`src/rtl/ssh_pkg.sv`:
```
// shared types for the skyline sweep heap block
// controller commands, datapath status and state enum; no dependencies
package ssh_pkg;

    typedef enum logic [4:0] {
        ST_CLEAR,
        ST_IDLE,
        ST_START,
        ST_OP,
        ST_INS_RD,
        ST_INS_WR,
        ST_UP_RD,
        ST_UP_WAIT,
        ST_UP_CMP,
        ST_REM_RD,
        ST_REM_WAIT,
        ST_REM_LAST,
        ST_REM_DEC,
        ST_DN_RD,
        ST_DN_WAIT,
        ST_DN_CMP,
        ST_FINAL,
        ST_TOP_RD,
        ST_TOP_WAIT,
        ST_EMIT
    } t_state;

    typedef struct packed {
        logic clr_step;
        logic latch_in;
        logic start_chk;
        logic pos_rd;
        logic ins_append;
        logic up_rd;
        logic up_move;
        logic rem_rd_last;
        logic rem_place;
        logic rem_drop;
        logic dn_rd;
        logic dn_move;
        logic put_final;
        logic top_rd;
        logic emit;
    } t_cmd;

    typedef struct packed {
        logic clr_done;
        logic start_out;
        logic present;
        logic full;
        logic is_right;
        logic pos_is_last;
        logic pos_bad;
        logic up_go;
        logic dn_has_child;
        logic dn_go;
        logic rem_up;
        logic emit_need;
        logic out_busy;
    } t_sts;

endpackage

```
`src/rtl/ssh_ctrl.sv`:
```
// sequencer for the skyline sweep heap block
// uses ssh_pkg types; drives datapath commands from status
module ssh_ctrl (
    input  logic          i_clk,
    input  logic          i_rst_n,
    input  logic          i_valid,
    output logic          o_stall,
    input  ssh_pkg::t_sts i_sts,
    output ssh_pkg::t_cmd o_cmd
);

    ssh_pkg::t_state r_state, n_state;

    always_ff @(posedge i_clk) begin
        if (!i_rst_n) begin
            r_state <= ssh_pkg::ST_CLEAR;
        end else begin
            r_state <= n_state;
        end
    end

    always_comb begin
        n_state = r_state;
        o_cmd   = '0;
        o_stall = 1'b1;
        case (r_state)
            ssh_pkg::ST_CLEAR: begin
                o_cmd.clr_step = 1'b1;
                if (i_sts.clr_done) n_state = ssh_pkg::ST_IDLE;
            end
            ssh_pkg::ST_IDLE: begin
                o_stall = 1'b0;
                o_cmd.latch_in = i_valid;
                if (i_valid) n_state = ssh_pkg::ST_START;
            end
            ssh_pkg::ST_START: begin
                if (!i_sts.out_busy) begin
                    o_cmd.start_chk = 1'b1;
                    o_cmd.pos_rd = 1'b1;
                    n_state = ssh_pkg::ST_OP;
                end
            end
            ssh_pkg::ST_OP: begin
                if (i_sts.is_right) begin
                    if (!i_sts.present || i_sts.pos_bad) begin
                        n_state = ssh_pkg::ST_TOP_RD;
                    end else begin
                        o_cmd.rem_rd_last = 1'b1;
                        n_state = ssh_pkg::ST_REM_RD;
                    end
                end else if (i_sts.present || i_sts.full) begin
                    n_state = ssh_pkg::ST_TOP_RD;
                end else begin
                    o_cmd.ins_append = 1'b1;
                    n_state = ssh_pkg::ST_UP_RD;
                end
            end
            ssh_pkg::ST_UP_RD: begin
                o_cmd.up_rd = 1'b1;
                n_state = ssh_pkg::ST_UP_WAIT;
            end
            ssh_pkg::ST_UP_WAIT: begin
                n_state = ssh_pkg::ST_UP_CMP;
            end
            ssh_pkg::ST_UP_CMP: begin
                if (i_sts.up_go) begin
                    o_cmd.up_move = 1'b1;
                    n_state = ssh_pkg::ST_UP_RD;
                end else begin
                    n_state = ssh_pkg::ST_FINAL;
                end
            end
            ssh_pkg::ST_REM_RD: begin
                n_state = ssh_pkg::ST_REM_WAIT;
            end
            ssh_pkg::ST_REM_WAIT: begin
                if (i_sts.pos_is_last) begin
                    o_cmd.rem_drop = 1'b1;
                    n_state = ssh_pkg::ST_TOP_RD;
                end else begin
                    n_state = ssh_pkg::ST_REM_LAST;
                end
            end
            ssh_pkg::ST_REM_LAST: begin
                o_cmd.rem_place = 1'b1;
                n_state = ssh_pkg::ST_REM_DEC;
            end
            ssh_pkg::ST_REM_DEC: begin
                n_state = i_sts.rem_up ? ssh_pkg::ST_UP_RD : ssh_pkg::ST_DN_RD;
            end
            ssh_pkg::ST_DN_RD: begin
                if (i_sts.dn_has_child) begin
                    o_cmd.dn_rd = 1'b1;
                    n_state = ssh_pkg::ST_DN_WAIT;
                end else begin
                    n_state = ssh_pkg::ST_FINAL;
                end
            end
            ssh_pkg::ST_DN_WAIT: begin
                n_state = ssh_pkg::ST_DN_CMP;
            end
            ssh_pkg::ST_DN_CMP: begin
                if (i_sts.dn_go) begin
                    o_cmd.dn_move = 1'b1;
                    n_state = ssh_pkg::ST_DN_RD;
                end else begin
                    n_state = ssh_pkg::ST_FINAL;
                end
            end
            ssh_pkg::ST_FINAL: begin
                o_cmd.put_final = 1'b1;
                n_state = ssh_pkg::ST_TOP_RD;
            end
            ssh_pkg::ST_TOP_RD: begin
                o_cmd.top_rd = 1'b1;
                n_state = ssh_pkg::ST_TOP_WAIT;
            end
            ssh_pkg::ST_TOP_WAIT: begin
                n_state = ssh_pkg::ST_EMIT;
            end
            ssh_pkg::ST_EMIT: begin
                if (!i_sts.out_busy) begin
                    o_cmd.emit = 1'b1;
                    n_state = ssh_pkg::ST_IDLE;
                end
            end
            default: begin
                n_state = ssh_pkg::ST_IDLE;
            end
        endcase
    end

endmodule

```
`config.mk`:
```
export PLATFORM = sky130hd
export DESIGN_NAME = ssh_ctrl
export DESIGN_NICKNAME = d
export VERILOG_FILES = /design/src/rtl/ssh_pkg.sv /design/src/rtl/ssh_ctrl.sv
export SDC_FILE = /design/constraint.sdc
export NUM_CORES = 1
export LEC_CHECK = 0
export BUFFER_PORTS_ARGS = -buffer_cell sky130_fd_sc_hd__buf_2
export CORE_MARGIN = 1
export CORE_UTILIZATION = 51
export CTS_CLUSTER_SIZE = 25
export DETAILED_ROUTE_END_ITERATION = 7
export PLACE_DENSITY = 0.84
export SYNTH_ARGS = -nofsm -noshare
export SYNTH_HDL_FRONTEND = slang
export SYNTH_SLANG_ARGS = --single-unit
```
`constraint.sdc`:
```
create_clock -name i_clk -period 2.52 [get_ports i_clk]
set_clock_uncertainty 0.2 [all_clocks]
set_input_delay 0.126 -clock i_clk [delete_from_list [all_inputs] [get_ports i_clk]]
set_output_delay 0.126 -clock i_clk [all_outputs]
set_load 0.01 [all_outputs]
```
==> results_dict.tcl, run 1 <==
set metrics [dict create \
    status "finished clean" \
    yosysWarnings 0 \
    gp_congestion 0.914 \
    rsz0062_at_grt "false" \
    startpoint "r_state[1]" \
    vdd_drop_max_v 0.000249 \
    die_w_um 41.7 \
    antenna_left 0 \
    synth_edf_count 0 \
    antenna_found_initial 0 \
    syn_to_final_growth_pct 12.9 \
    h-tree-depth 1 \
    fmax_mhz 440 \
    seq_power_share_pct 37.6 \
    ys_seq_elements 5 \
    worstMarginPinSlew_ps 901 \
    p_sw_share_pct 33.3 \
    cts_sinks 5 \
    pin_count 32 \
    numCtsBuffers 3 \
    synth.distinct_cells 44 \
    cap_violations 0 \
    antenna_cells 0 \
    yosysTopAreaCellShare_pct 12.5 \
    hold_end "r_state[0]" \
    clk_path_buf_depth 2 \
    netlist_instances 105 \
    cp_max_fo 26 \
    drive_above_1_share_pct 36.4 \
    r2r_end "r_state[4]" \
    syn_nets 121 \
    io_buffers 29 \
    clkTransAtPathRegs_ps 50 \
    p_leak_nw 0.386 \
    synth_area_per_cell_um2 7.64 \
    cts_root_buffer "clkbuf_4" \
    yosysMostFrequentCell "nor2_1" \
    post_cts_buffers 0 \
    largest_reg_flops 5 \
    finalHoldViolations 0 \
    die_h_um 41.7 \
    clkPwrFrac_pct 34.2 \
    fin_util_pct 65.5 \
    grt_pass1_wl_mm 3.40 \
    row_count 13 \
    ff2ff_path_depth 5 \
    p_int_mw 0.183 \
    grt_max_degree 27 \
    pwr-share-comb_pct 28.2 \
    grt_usage_pct 24.1 \
    min_path_cells 4 \
    overflow 0 \
    regToRegStartpoint "r_state[1]" \
    drc 0 \
    dieArea_mm2 0.00174 \
    switchingPower_mw 0.0913 \
    cp.arrival_ps 1940 \
    critPathKind "flip-flop to output port" \
    setup_viol 0 \
    nets 146 \
    syn_area_um2 802 \
    powerDensity_mw_per_mm2 303 \
    grt_pass1_vias 800 \
    reg.largest.list "r_state (5)" \
    yosysTopAreaCell "dfxtp_1" \
    tns_ps 0 \
    maxSlewViolCount 0 \
    cp.required_ps 2190 \
    cts_tree "yes" \
    hold_class "input port to flip-flop" \
    period_share_pct 90.1 \
    vias 884 \
    dp_hpwl_mm 1.53 \
    m1WireLength_um 889 \
    start_kind "flip-flop" \
    worstSkewPairLatency_ps 240 \
    layout_min_cycle_time_ps 2270 \
    wl_per_cell_um 14.3 \
    first_pass_iters 4 \
    start_util_pct 58.0 \
    max_slew_margin_pct 39.8 \
    crit_path_end_kind "output port" \
    r2r_setup_slack_ps 380 \
    dr.max_layer_used "met3" \
    worst_hold_startpoint "i_sts[12]" \
    wl_met3_um 123 \
    synth_area_leaders "dfxtp_1 12%, buf_6 7.0%, nand2b_1 5.5%" \
    vias_per_cell 6.14 \
    drtIter0Drc 33 \
    async_reset_ff_share_pct 0 \
    holdWs_ps 110 \
    ys_seq_area_share_pct 12.5 \
    drt-total-wl_mm 2.07 \
    wl_met2_mm 1.05 \
    largest_register "r_state" \
    synthTopCellsByCount "10 x nor2_1, 9 x nand2_1, 7 x nand2b_1" \
    synthFlopType "dfxtp_1" \
    core_area_mm2 0.00138 \
]
==> worst max path at each step <==
stage | slack, ps | to | cells past startpoint
after global placement | 460 | r_state[4] | 5
after floorplan | 670 | o_cmd[12] | 6
after CTS | 240 | o_cmd[11] | 3
after global routing | 90 | o_cmd[11] | 3
final | 250 | o_cmd[11] | 3
after detailed placement | 390 | r_state[4] | 5
==> stage by stage <==
stage / instance area [um2] / std cells / setup WS (ps) / power (mW)
finish: 906 / 144 / 249 / 0.274
global route: 906 / 144 / 94.5 / 0.289
CTS: 906 / 144 / 241 / 0.276
detailed placement: 870 / 139 / 394 / 0.180
global placement: 870 / 139 / 463 / 0.177
floorplan: 802 / 105 / 671 / 0.165
==> power groups by stage <==
stage	clock (mW)	sequential [mW]	combinational, mW
floorplan	0	0.0861	0.0789
global placement	0	0.104	0.0736
detailed placement	0	0.104	0.0757
CTS	0.0954	0.103	0.0772
global route	0.0987	0.105	0.0847
finish	0.0939	0.103	0.0773
==> final cells by class <==
type / instances / area (um2)
Clock buffer: 4 / 26.3
Timing Repair Buffer: 32 / 170
Fill cell: 122 / 477
Inverter: 2 / 7.51
Multi-Input combinational cell: 86 / 583
Sequential cell: 5 / 100
Tap cell: 15 / 18.8
==> layout by cell type, fill, tap and decap left out, types with 3 or more instances in the layout <==
cell and count:
a21oi_1 3, buf_2 29, clkbuf_4 3, dfxtp_1 5, nand2_1 9, nand2b_1 7
nor2_1 10, nor3_1 5, nor3_2 4, o21ai_0 4, o22ai_1 3
==> routing by layer <==
| layer | track usage, % | up-vias |
|---|---|---|
| met5 | 0 | - |
| li1 | - | 433 |
| met1 | 30.8 | 414 |
| met3 | 5.22 | 0 |
| met4 | 3.87 | 0 |
| met2 | 41.9 | 37 |
==> critical path, stage by stage (launching register included) <==
cell and delay [ps]:
dfxtp_1 900, or3b_4 480, nor3_2 170, buf_2 150
==> cells by family after synthesis <==
logic type / count (synthesis) / synth area share, %
multiplexers: 2 / 2.65
AO/OA/AOI/OAI: 27 / 26.1
XOR/XNOR: 1 / 1.09
flip-flops: 5 / 12.5
buffers and inverters: 14 / 14.8
AND/OR/NAND/NOR: 56 / 42.9
==> repair_timing <==
action                                  in CTS  in global routing
hold endpoints to repair                     2                  0
resized for setup                            0                  0
hold buffers                                 1                  0
endpoints found under the setup margin       0                  0
No activity file was read; power rests on OpenSTA's default activity.
==> inputs of run 2 (changes only) <==
--- a/config.mk
+++ b/config.mk
@@ -5,9 +5,10 @@
 export SDC_FILE = /design/constraint.sdc
 export NUM_CORES = 1
 export LEC_CHECK = 0
+export ABC_AREA = 1
 export BUFFER_PORTS_ARGS = -buffer_cell sky130_fd_sc_hd__buf_2
 export CORE_MARGIN = 1
-export CORE_UTILIZATION = 51
+export CORE_UTILIZATION = 50
 export CTS_CLUSTER_SIZE = 25
 export DETAILED_ROUTE_END_ITERATION = 7
 export PLACE_DENSITY = 0.84
==> results_dict.tcl, run 2 <==
set metrics [dict create \
    fmax_mhz 540 \
    grt_max_degree 11 \
    nFillCells 137 \
    overflow 0 \
    vias 971 \
    start_util_pct 55.5 \
    reg.largest.list "r_state (5)" \
    largest_register "r_state" \
    p_total_mw 0.629 \
    cts_hold_buf 1 \
    synth_area_per_cell_um2 5.32 \
    mostFrequentLayoutCell "nand2_1" \
    holdWs_ps 63.7 \
    yosysMostFrequentCell "nand2_1" \
    layout_min_cycle_time_ps 1850 \
    nets 189 \
    first_pass_iters 4 \
    clk_path_buf_depth 2 \
    post_cts_buffers 0 \
    async_reset_ff_share_pct 0 \
    min_path_cells 5 \
    status "finished clean" \
    setup_viol 0 \
    pin_count 32 \
    ff2ff_path_depth 11 \
    fin_cells 187 \
    period_share_pct 73.4 \
    antenna_left 0 \
    hold_end "r_state[1]" \
    synth_edf_count 0 \
    synthFlopType "dfxtp_1" \
    die_w_um 40.7 \
    syn_to_final_growth_pct 23.7 \
    io_buffers 29 \
    clkTransAtPathRegs_ps 40 \
    max_slew_margin_pct 72.2 \
    syn_nets 157 \
    vias_per_cell 5.19 \
    cp_max_fo 8 \
    yosysTopAreaCellShare_pct 16.0 \
    syn_area_um2 749 \
    worst_hold_startpoint "i_sts[0]" \
    row_count 13 \
    worstMarginPinSlew_ps 417 \
    core_area_mm2 0.00135 \
    ys_seq_area_share_pct 13.4 \
    dp_hpwl_mm 1.64 \
    worstSkewPairLatency_ps 250 \
    r2r_end "r_state[0]" \
    drc 0 \
    start_kind "flip-flop" \
    final_cell_mix "32 x nand2_1, 29 x buf_2, 26 x nor2_1" \
    drtIter0Drc 41 \
    vdd_drop_max_v 0.000421 \
    wl_per_cell_um 10.7 \
    die_h_um 40.7 \
    synthTopCellsByCount "32 x nand2_1, 26 x nor2_1, 23 x inv_1, 14 x nand3_1" \
    cp.arrival_ps 1520 \
    numCtsBuffers 3 \
    finalHoldViolations 0 \
    synth.distinct_cells 21 \
    r2r_setup_slack_ps 820 \
    rsz0062_at_grt "false" \
    drt-total-wl_mm 1.99 \
    cap_violations 0 \
    grt_pass1_wl_mm 3.02 \
    tns_ps 0 \
    powerDensity_mw_per_mm2 678 \
    gp_congestion 0.907 \
    grt_pass1_vias 776 \
    multi_input_area_um2 512 \
    netlist_instances 141 \
    drive_above_1_share_pct 32.0 \
    dpl.cell_count 182 \
    regToRegStartpoint "r_state[4]" \
    area.sequential_um2 100 \
    yosysWarnings 0 \
    yosysTopAreaCell "nand2_1" \
    critPathKind "flip-flop to output port" \
    p_leak_nw 0.581 \
    postCtsResizedCells 0 \
    ys_seq_elements 5 \
    antenna_found_initial 0 \
    synth_area_leaders "nand2_1 16%, dfxtp_1 13%, nor2_1 13%" \
    maxSlewViolCount 0 \
    cts_sinks 5 \
    dieArea_mm2 0.00166 \
    grt_usage_pct 27.1 \
    cts_root_buffer "clkbuf_4" \
    largest_reg_flops 5 \
    hold_class "input port to flip-flop" \
    cp.required_ps 2190 \
    h-tree-depth 1 \
    cts_tree "yes" \
    crit_path_end_kind "output port" \
    antenna_cells 0 \
]
-- run 2: worst max-delay path by stage --
stage	from	end	slack [ps]	cells past startpoint
6_report	r_state[0]	o_cmd[3]	670	5
5_1_grt	r_state[0]	o_cmd[3]	590	5
4_1_cts	r_state[0]	o_cmd[3]	720	5
3_5_place_dp	r_state[4]	r_state[0]	850	11
3_3_place_gp	r_state[4]	r_state[0]	870	11
2_1_floorplan	r_state[1]	r_state[0]	1060	11
-- run 2: report_power, final --
part	internal, mW	leakage [nW]	switching [mW]
clock network	0.0599	0.0150	0.0330
registers	0.0979	0.0407	0.0470
logic	0.142	0.525	0.249
-- run 2: worst max-delay path: stages, from the launching register on --
cell     delay, ps
dfxtp_1        530
nand2_2        150
nor2_2         190
nand3_1        150
inv_1          120
buf_2          140
-- run 2: kinds of logic after synthesis --
group,Yosys count,synth area share [%]
DFF,5,13.4
AOI/OAI and AO/OA,9,6.84
buffers and inverters,33,18.4
and+or+nand+nor,94,61.4
-- run 2: layer usage --
layer | vias up | wire length, um | global-route usage (%)
met5 | - | 0 | 0
li1 | 495 | - | -
met4 | 0 | 23 | 3.33
met1 | 416 | 815 | 29.0
met3 | 4 | 164 | 8.70
met2 | 56 | 990 | 52.0
-- run 2: area by class of cell --
type	instances	area share (%)
Sequential cell	5	10.8
Tap cell	15	2.02
Clock buffer	4	2.83
Inverter	30	12.4
Timing Repair Buffer	30	16.7
Multi-Input combinational cell	103	55.2
-- run 2: through the flow --
stage	instance area [um2]	util (%)	worst slack, ps
global placement	891	66.0	867
finish	927	68.7	669
global route	927	68.7	590
detailed placement	891	66.0	850
floorplan	749	-	1060
CTS	927	68.7	721
